File: src/rtl/rs31_pkg.sv
// Shared types, constants and GF(2^5) helpers for the RS(31,29) code-offset decoder.
`timescale 1ns / 1ps

package rs31_pkg;

   localparam int SYM_W      = 5;
   localparam int CODE_LEN   = 31;
   localparam int REQ_DATA_W = 16;
   localparam int RSP_DATA_W = 8;
   localparam int STATUS_W   = 2;

   // Reduction term of x^5 = x^2 + 1.
   localparam logic [SYM_W-1:0] GF_POLY_LOW = 5'b00101;
   localparam logic [SYM_W-1:0] GF_ONE      = 5'd1;
   localparam logic [SYM_W-1:0] GF_ALPHA    = 5'd2;
   localparam logic [SYM_W-1:0] GF_ALPHA_SQ = 5'd4;
   localparam logic [SYM_W:0]   GF_ORDER    = 6'd31;

   typedef enum logic [STATUS_W-1:0] {
      STATUS_CLEAN = 2'd0,
      STATUS_FIXED = 2'd1,
      STATUS_FAIL  = 2'd2
   } status_type;

   typedef struct packed {
      status_type       status;
      logic [SYM_W-1:0] err_pos;
      logic [SYM_W-1:0] err_val;
   } dec_result_type;

   // Shift-and-add multiply, reduce after each doubling.
   function automatic logic [SYM_W-1:0] gf_mul(input logic [SYM_W-1:0] a,
                                               input logic [SYM_W-1:0] b);
      logic [SYM_W-1:0] acc;
      logic [SYM_W-1:0] sh;
      acc = '0;
      sh  = a;
      for (int i = 0; i < SYM_W; i++) begin
         if (b[i]) begin
            acc = acc ^ sh;
         end
         sh = {sh[SYM_W-2:0], 1'b0} ^ (sh[SYM_W-1] ? GF_POLY_LOW : '0);
      end
      return acc;
   endfunction

   // alpha^e for e in 0..30.
   function automatic logic [SYM_W-1:0] gf_exp(input logic [SYM_W-1:0] e);
      logic [SYM_W-1:0] v;
      unique case (e)
         5'd0:  v = 5'd1;   5'd1:  v = 5'd2;   5'd2:  v = 5'd4;   5'd3:  v = 5'd8;
         5'd4:  v = 5'd16;  5'd5:  v = 5'd5;   5'd6:  v = 5'd10;  5'd7:  v = 5'd20;
         5'd8:  v = 5'd13;  5'd9:  v = 5'd26;  5'd10: v = 5'd17;  5'd11: v = 5'd7;
         5'd12: v = 5'd14;  5'd13: v = 5'd28;  5'd14: v = 5'd29;  5'd15: v = 5'd31;
         5'd16: v = 5'd27;  5'd17: v = 5'd19;  5'd18: v = 5'd3;   5'd19: v = 5'd6;
         5'd20: v = 5'd12;  5'd21: v = 5'd24;  5'd22: v = 5'd21;  5'd23: v = 5'd15;
         5'd24: v = 5'd30;  5'd25: v = 5'd25;  5'd26: v = 5'd23;  5'd27: v = 5'd11;
         5'd28: v = 5'd22;  5'd29: v = 5'd9;   5'd30: v = 5'd18;
         default: v = 5'd1;
      endcase
      return v;
   endfunction

   // Discrete log of v for v in 1..31; zero maps to zero.
   function automatic logic [SYM_W-1:0] gf_log(input logic [SYM_W-1:0] v);
      logic [SYM_W-1:0] l;
      unique case (v)
         5'd0:  l = 5'd0;   5'd1:  l = 5'd0;   5'd2:  l = 5'd1;   5'd3:  l = 5'd18;
         5'd4:  l = 5'd2;   5'd5:  l = 5'd5;   5'd6:  l = 5'd19;  5'd7:  l = 5'd11;
         5'd8:  l = 5'd3;   5'd9:  l = 5'd29;  5'd10: l = 5'd6;   5'd11: l = 5'd27;
         5'd12: l = 5'd20;  5'd13: l = 5'd8;   5'd14: l = 5'd12;  5'd15: l = 5'd23;
         5'd16: l = 5'd4;   5'd17: l = 5'd10;  5'd18: l = 5'd30;  5'd19: l = 5'd17;
         5'd20: l = 5'd7;   5'd21: l = 5'd22;  5'd22: l = 5'd28;  5'd23: l = 5'd26;
         5'd24: l = 5'd21;  5'd25: l = 5'd25;  5'd26: l = 5'd9;   5'd27: l = 5'd16;
         5'd28: l = 5'd13;  5'd29: l = 5'd14;  5'd30: l = 5'd24;  5'd31: l = 5'd15;
         default: l = 5'd0;
      endcase
      return l;
   endfunction

endpackage

File: src/rtl/rs31_cell.sv
// One storage cell of the symbol shift chain.
`timescale 1ns / 1ps

module rs31_cell
   import rs31_pkg::*;
(
   input  logic             clock,
   input  logic             shift_en,
   input  logic [SYM_W-1:0] nbr_sym,
   output logic [SYM_W-1:0] sym_out
);

   logic [SYM_W-1:0] sym_ff;
   logic [SYM_W-1:0] sym_in;

   // Take the neighbor's symbol on a shift, else hold.
   assign sym_in = shift_en ? nbr_sym : sym_ff;

   always_ff @(posedge clock) begin
      sym_ff <= sym_in;
   end

   assign sym_out = sym_ff;

endmodule

File: src/rtl/rs31_decode.sv
// Single-error locator and value from the two syndromes, registered result.
`timescale 1ns / 1ps

module rs31_decode
   import rs31_pkg::*;
(
   input  logic             clock,
   input  logic             start,
   input  logic [SYM_W-1:0] syn_one,
   input  logic [SYM_W-1:0] syn_two,
   output dec_result_type   result
);

   dec_result_type   result_ff;
   dec_result_type   result_in;
   logic [SYM_W-1:0] log_one;
   logic [SYM_W-1:0] log_two;
   logic [SYM_W:0]   pos_sum;
   logic [SYM_W:0]   dbl_sum;
   logic [SYM_W:0]   dbl_mod;
   logic [SYM_W+1:0] val_sum;
   logic [SYM_W-1:0] pos_mod;
   logic [SYM_W-1:0] val_log;

   always_comb begin
      log_one = gf_log(syn_one);
      log_two = gf_log(syn_two);

      // Position: log(S2) - log(S1) mod 31.
      pos_sum = {1'b0, log_two} + GF_ORDER - {1'b0, log_one};
      pos_mod = (pos_sum >= GF_ORDER) ? SYM_W'(pos_sum - GF_ORDER) : SYM_W'(pos_sum);

      // Value: alpha^(2*log(S1) - log(S2)) mod 31.
      dbl_sum = {log_one, 1'b0};
      dbl_mod = (dbl_sum >= GF_ORDER) ? (dbl_sum - GF_ORDER) : dbl_sum;
      val_sum = {1'b0, dbl_mod} + {1'b0, GF_ORDER} - {2'b00, log_two};
      val_log = (val_sum >= {1'b0, GF_ORDER}) ? SYM_W'(val_sum - {1'b0, GF_ORDER})
                                             : SYM_W'(val_sum);

      result_in = result_ff;
      if (start) begin
         result_in.err_pos = pos_mod;
         result_in.err_val = gf_exp(val_log);
         priority if (syn_one == '0 && syn_two == '0) begin
            result_in.status = STATUS_CLEAN;
         end else if (syn_one != '0 && syn_two != '0) begin
            result_in.status = STATUS_FIXED;
         end else begin
            result_in.status = STATUS_FAIL;
         end
      end
   end

   always_ff @(posedge clock) begin
      result_ff <= result_in;
   end

   assign result = result_ff;

endmodule

File: src/rtl/rs31_code_offset_decoder_core.sv
// Top level of the RS(31,29) code-offset decoder: load chain, syndromes, control.
`timescale 1ns / 1ps

// Receives one frame of 31 transfers, each a noisy symbol and its sketch
// symbol, and returns 31 recovered symbols in arrival order, the noisy
// symbols with at most one symbol error corrected (t = 1 over GF(2^5),
// x^5+x^2+1). Both syndromes zero gives status 0 and unchanged symbols;
// both nonzero gives status 1 and the error removed; one zero gives
// status 2 and unchanged symbols. Status is the same on all 31 results and
// tlast marks the 31st. A frame passes through load, decode and emit
// states in that order: the single 31-cell symbol shift chain is
// filled and then drained through its head cell, so loading and
// emitting alternate. No input is taken while a frame is decoded or
// emitted. Output stalls simply hold the chain.
module rs31_code_offset_decoder_core
   import rs31_pkg::*;
#(
   parameter int CODE_LENGTH = CODE_LEN
)
(
   input  logic                  clock,
   input  logic                  reset,
   input  logic                  req_tvalid,
   output logic                  req_tready,
   // [4:0] noisy_symbol, [9:5] sketch_symbol, [15:10] zero
   input  logic [REQ_DATA_W-1:0] req_tdata,
   output logic                  rsp_tvalid,
   input  logic                  rsp_tready,
   // [4:0] recovered_symbol, [7:5] zero
   output logic [RSP_DATA_W-1:0] rsp_tdata,
   output logic                  rsp_tlast,
   // [1:0] decode_status
   output logic [STATUS_W-1:0]   rsp_tuser
);

   localparam int CNT_W = $clog2(CODE_LENGTH);
   localparam logic [CNT_W-1:0] CNT_LAST = CNT_W'(CODE_LENGTH - 1);

   typedef enum logic [2:0] {
      ST_LOAD   = 3'b001,
      ST_DECODE = 3'b010,
      ST_EMIT   = 3'b100
   } state_type;

   state_type        state_ff;
   state_type        state_in;
   logic [CNT_W-1:0] pos_ff;
   logic [CNT_W-1:0] pos_in;
   logic [SYM_W-1:0] syn_one_ff;
   logic [SYM_W-1:0] syn_one_in;
   logic [SYM_W-1:0] syn_two_ff;
   logic [SYM_W-1:0] syn_two_in;
   logic [SYM_W-1:0] pow_one_ff;
   logic [SYM_W-1:0] pow_one_in;
   logic [SYM_W-1:0] pow_two_ff;
   logic [SYM_W-1:0] pow_two_in;

   logic             req_xfer;
   logic             rsp_xfer;
   logic             shift_en;
   logic [SYM_W-1:0] noisy_sym;
   logic [SYM_W-1:0] sketch_sym;
   logic [SYM_W-1:0] code_sym;
   logic [SYM_W-1:0] fix_mask;
   dec_result_type   dec_result;

   logic [SYM_W-1:0] chain_tap [CODE_LENGTH+1];

   assign noisy_sym  = req_tdata[SYM_W-1:0];
   assign sketch_sym = req_tdata[2*SYM_W-1:SYM_W];
   assign code_sym   = noisy_sym ^ sketch_sym;

   assign req_tready = (state_ff == ST_LOAD);
   assign rsp_tvalid = (state_ff == ST_EMIT);
   assign req_xfer   = req_tvalid && req_tready;
   assign rsp_xfer   = rsp_tvalid && rsp_tready;

   // Advance the chain on every load or emit transfer; the tail takes the
   // new noisy symbol, the head holds the oldest one.
   assign shift_en = req_xfer || rsp_xfer;
   assign chain_tap[CODE_LENGTH] = noisy_sym;

   for (genvar i = 0; i < CODE_LENGTH; i++) begin : g_cell
      rs31_cell u_cell (
         .clock    (clock),
         .shift_en (shift_en),
         .nbr_sym  (chain_tap[i+1]),
         .sym_out  (chain_tap[i])
      );
   end

   // Latch the error location and status during the decode cycle.
   rs31_decode u_decode (
      .clock   (clock),
      .start   (state_ff == ST_DECODE),
      .syn_one (syn_one_ff),
      .syn_two (syn_two_ff),
      .result  (dec_result)
   );

   always_comb begin
      state_in   = state_ff;
      pos_in     = pos_ff;
      syn_one_in = syn_one_ff;
      syn_two_in = syn_two_ff;
      pow_one_in = pow_one_ff;
      pow_two_in = pow_two_ff;

      unique case (state_ff)
         ST_LOAD: begin
            if (req_xfer) begin
               // Fold c_j * alpha^j and c_j * alpha^2j, then step the powers.
               syn_one_in = syn_one_ff ^ gf_mul(code_sym, pow_one_ff);
               syn_two_in = syn_two_ff ^ gf_mul(code_sym, pow_two_ff);
               pow_one_in = gf_mul(pow_one_ff, GF_ALPHA);
               pow_two_in = gf_mul(pow_two_ff, GF_ALPHA_SQ);
               if (pos_ff == CNT_LAST) begin
                  pos_in   = '0;
                  state_in = ST_DECODE;
               end else begin
                  pos_in = pos_ff + 1'b1;
               end
            end
         end
         ST_DECODE: begin
            // Syndromes are consumed this cycle; clear for the next frame.
            syn_one_in = '0;
            syn_two_in = '0;
            pow_one_in = GF_ONE;
            pow_two_in = GF_ONE;
            state_in   = ST_EMIT;
         end
         ST_EMIT: begin
            if (rsp_xfer) begin
               if (pos_ff == CNT_LAST) begin
                  pos_in   = '0;
                  state_in = ST_LOAD;
               end else begin
                  pos_in = pos_ff + 1'b1;
               end
            end
         end
         default: begin
            state_in = ST_LOAD;
            pos_in   = '0;
         end
      endcase
   end

   always_ff @(posedge clock) begin
      if (reset) begin
         state_ff   <= ST_LOAD;
         pos_ff     <= '0;
         syn_one_ff <= '0;
         syn_two_ff <= '0;
         pow_one_ff <= GF_ONE;
         pow_two_ff <= GF_ONE;
      end else begin
         state_ff   <= state_in;
         pos_ff     <= pos_in;
         syn_one_ff <= syn_one_in;
         syn_two_ff <= syn_two_in;
         pow_one_ff <= pow_one_in;
         pow_two_ff <= pow_two_in;
      end
   end

   // Apply the error value only at the located position of a corrected frame.
   assign fix_mask = (dec_result.status == STATUS_FIXED &&
                      pos_ff == CNT_W'(dec_result.err_pos)) ? dec_result.err_val : '0;

   assign rsp_tdata = RSP_DATA_W'(chain_tap[0] ^ fix_mask);
   assign rsp_tlast = (pos_ff == CNT_LAST);
   assign rsp_tuser = dec_result.status;

endmodule
File: config.mk
export PLATFORM = sky130hd
export DESIGN_NAME = rs31_code_offset_decoder_core
export DESIGN_NICKNAME = d
export VERILOG_FILES = /design/src/rtl/rs31_pkg.sv /design/src/rtl/rs31_cell.sv /design/src/rtl/rs31_decode.sv /design/src/rtl/rs31_code_offset_decoder_core.sv
export SDC_FILE = /design/constraint.sdc
export NUM_CORES = 1
export LEC_CHECK = 0
export ABC_AREA = 1
export BUFFER_PORTS_ARGS = -buffer_cell sky130_fd_sc_hd__buf_2
export CAP_MARGIN = 30
export CORE_MARGIN = 2
export CORE_UTILIZATION = 45
export DETAILED_ROUTE_END_ITERATION = 8
export SLEW_MARGIN = 30
export SYNTH_ARGS = -nofsm -noshare
export SYNTH_HDL_FRONTEND = slang
export SYNTH_SLANG_ARGS = --single-unit
File: constraint.sdc
create_clock -name clock -period 5.3 [get_ports clock]
set_clock_uncertainty 0.1 [all_clocks]
set_input_delay 0.53 -clock clock [delete_from_list [all_inputs] [get_ports clock]]
set_output_delay 0.53 -clock clock [all_outputs]
set_load 0.005 [all_outputs]
==> flow_metrics.env <==
export IMPL_postCtsSetupBuffers=0
export IMPL_met1_usage=0.214
export IMPL_io_pins=33
export IMPL_hold_class="in -> reg"
export IMPL_start_util=0.462
export IMPL_vdd_drop_max_mv=0.272
export IMPL_rsz0062_at_grt="no"
export IMPL_overflow=0
export IMPL_syn_to_final_growth_pct=11.3
export IMPL_worstHoldPathCells=1
export IMPL_io_buffers=23
export IMPL_grt_pass1_vias=5740
export IMPL_die_h_um=151
export IMPL_path_class="reg -> reg"
export IMPL_fin_ws_ns=1.71
export IMPL_ff2ff_path_depth=16
export IMPL_globalRouteMet2Util=0.233
export IMPL_holdPathEnd="g_cell[30].u_cell.sym_out[0]"
export IMPL_cts_tree="yes"
export IMPL_cts_htree_levels=1
export IMPL_die_w_um=151
export IMPL_pwr_density_cell_mw_per_mm2=467
export IMPL_reg2reg_slack_ns=1.71
export IMPL_hp_start="req_tdata[0]"
export IMPL_ys_async_sr_fraction=0
export IMPL_routed_wl_mm=16.6
export IMPL_synth_top_area_frac=0.513
export IMPL_max_cap_violations=0
export IMPL_drtIter0Drc=358
export IMPL_synth_seq_cells=205
export IMPL_core_mm2=0.0212
export IMPL_routabilityCongestion=0.830
export IMPL_numCtsBuffers=22
export IMPL_antenna_found_initial=0
export IMPL_end_kind="flop"
export IMPL_leakagePower_nw=4.56
export IMPL_cp_arrival_ns=3.71
export IMPL_pre_cts_ws_ns=1.69
export IMPL_gr_usage_all_layers=0.149
export IMPL_total_power_mw=5.08
export IMPL_clock_latency_ns=0.49
export IMPL_layout_commonest_cell="nand2_1"
export IMPL_yosysWarnings=0
export IMPL_fin_nets=1049
export IMPL_drc=0
export IMPL_syn_instance_count=952
export IMPL_maxSlewHeadroom=0.490
export IMPL_synth_area_leader_cell="edfxtp_1"
export IMPL_met3_usage=0.0232
export IMPL_synthFlopType="edfxtp_1"
export IMPL_post_cts_resized=0
export IMPL_setup_viol=0
export IMPL_fillers=1891
export IMPL_top_usage_layer="met2"
export IMPL_grt_max_degree=139
export IMPL_drv_slew=0
export IMPL_dr_total_vias=6300
export IMPL_finalHoldViolations=0
export IMPL_max_freq_mhz=278
export IMPL_layout_common_cells="239 x nand2_1, 167 x edfxtp_1, 111 x inv_1"
export IMPL_cp_data_required_time_ns=5.42
export IMPL_clk_path_buf_depth=3
export IMPL_ys_types=51
export IMPL_wl_per_cell_um=13.0
export IMPL_path_max_fanout=7
export IMPL_synth_top_cells_by_area="edfxtp_1 51%, nand2_1 9.2%, dfxtp_1 7.8%"
export IMPL_hold_buffers=0
export IMPL_syn_avg_cell_area_um2=10.3
export IMPL_setup_tns_ns=0
export IMPL_synth_seq_area_share=0.590
export IMPL_diodes=0
export IMPL_detail_route_vias_per_cell=4.93
export IMPL_drt_pass1_iter_count=4
export IMPL_grt_pass1_wl_mm=27.5
export IMPL_fin_crit_ns=3.59
export IMPL_rr_endpoint="u_decode.result[4]"
export IMPL_synth_edf_count=167
export IMPL_start_kind="flop"
export IMPL_fin_crit_sh=0.678
export IMPL_clkSlewWorstSetupHoldPaths_ns=0.06
export IMPL_root_buffer="clkbuf_16"
export IMPL_status="finished, final reports clean"
export IMPL_dp_final_hpwl_mm=11.3
export IMPL_holdWs_ns=0.157
export IMPL_antenna_left=0
export IMPL_worst_pin_slew_ns=0.760
export IMPL_rows=53
export IMPL_rr_startpoint="u_decode.log_two[1]"
export IMPL_dieArea_mm2=0.0229
export IMPL_drive_above_1_share=0.119
export IMPL_netlist_area_mm2=0.00978
export IMPL_cts_sinks=205
[logic make-up (layout without fill, tap and decap cells)]
kind of cell / count (synthesis) / in the layout / share of synthesized area
and+or+nand+nor: 460 / 460 / 0.219
xor gates and xnor gates: 36 / 36 / 0.0338
DFF: 205 / 205 / 0.590
buffers and inverters: 140 / 189 / 0.0597
adders and majority gates: 41 / 41 / 0.0540
other: 1 / 3 / 0.000383
AOI/OAI and AO/OA: 69 / 69 / 0.0427
[registers in the layout (all words and copies together), names as in the netlist]
name / flops
syn_two_ff: 5
pos_ff: 5
pow_two_ff: 5
pow_one_ff: 5
u_decode.log_one: 5
u_decode.log_two: 5
g_cell.u_cell.sym_out: 155
state_ff: 3
syn_one_ff: 5
u_decode.result: 12
[metal layers]
metal / share of wire / wire [um]
met1: 0.50 / 8230
met2: 0.45 / 7410
met3: 0.034 / 560
met4: 0.024 / 400
met5: 0 / 0
[metrics by stage]
step / utilization / std cells / instance area [um2]
floorplan: - / 954 / 9790
global placement: 0.481 / 1239 / 10200
CTS: 0.515 / 1278 / 10900
finish: 0.515 / 1278 / 10900
global route: 0.515 / 1278 / 10900
detailed placement: 0.481 / 1239 / 10200
[worst max-delay path, cell delays in order, from the launching register on]
cell and delay [ns]:
dfxtp_1 0.33, inv_1 0.08, ha_1 0.29, ha_1 0.24, fa_1 0.40, nand3_1 0.08, nand3_1 0.08, xor2_1 0.15
nor2_2 0.14, nand2_2 0.13, o21ai_2 0.30, inv_1 0.21, ha_1 0.34, o21ai_0 0.16, a21oi_1 0.05, o21ai_0 0.15
o21ai_1 0.08
[synthesized netlist by cell type, types with 4 or more instances]
cell type / number
nand2_1: 240
xor2_1: 15
o21ai_0: 24
nand4_1: 22
a21oi_1: 19
buf_4: 6
o211ai_1: 4
nand2_4: 8
o21ai_1: 4
nor2_2: 9
dfxtp_1: 38
nor3_1: 6
nand2_2: 14
buf_6: 4
inv_2: 11
inv_1: 111
edfxtp_1: 167
o221ai_1: 4
ha_1: 39
xnor2_1: 19
nand3_1: 82
nor2_1: 56
nand3b_1: 5
nand3_2: 5
[final cells by class]
class / count / area (um2) / area share
inverters: 124 / 468 / 0.0430
clock buffers: 25 / 583 / 0.0536
well taps: 275 / 344 / 0.0316
flip-flops and latches: 205 / 5780 / 0.531
repair buffers: 26 / 150 / 0.0138
clock inverters: 14 / 125 / 0.0115
multi-input cells: 609 / 3440 / 0.316
[report_power, final]
part / internal [mW] / switching (mW) / total (mW)
sequential: 1.91 / 0.0415 / 1.95
combinational: 0.581 / 1.07 / 1.65
clock: 0.887 / 0.594 / 1.48
[worst max-delay path by stage]
stage	slack, ns	start	cells after the start	endpoint
finish	1.71	u_decode.log_two[1]	16	u_decode.result[4]
global route	1.38	u_decode.log_two[1]	16	u_decode.result[4]
CTS	1.68	u_decode.log_two[1]	16	u_decode.result[4]
detailed placement	1.69	u_decode.log_two[1]	16	u_decode.result[4]
global placement	1.72	u_decode.log_two[1]	16	u_decode.result[4]
floorplan	0.16	state_ff[0]	7	g_cell[0].u_cell.sym_out[0]
Power figures use the tool's default switching activity.
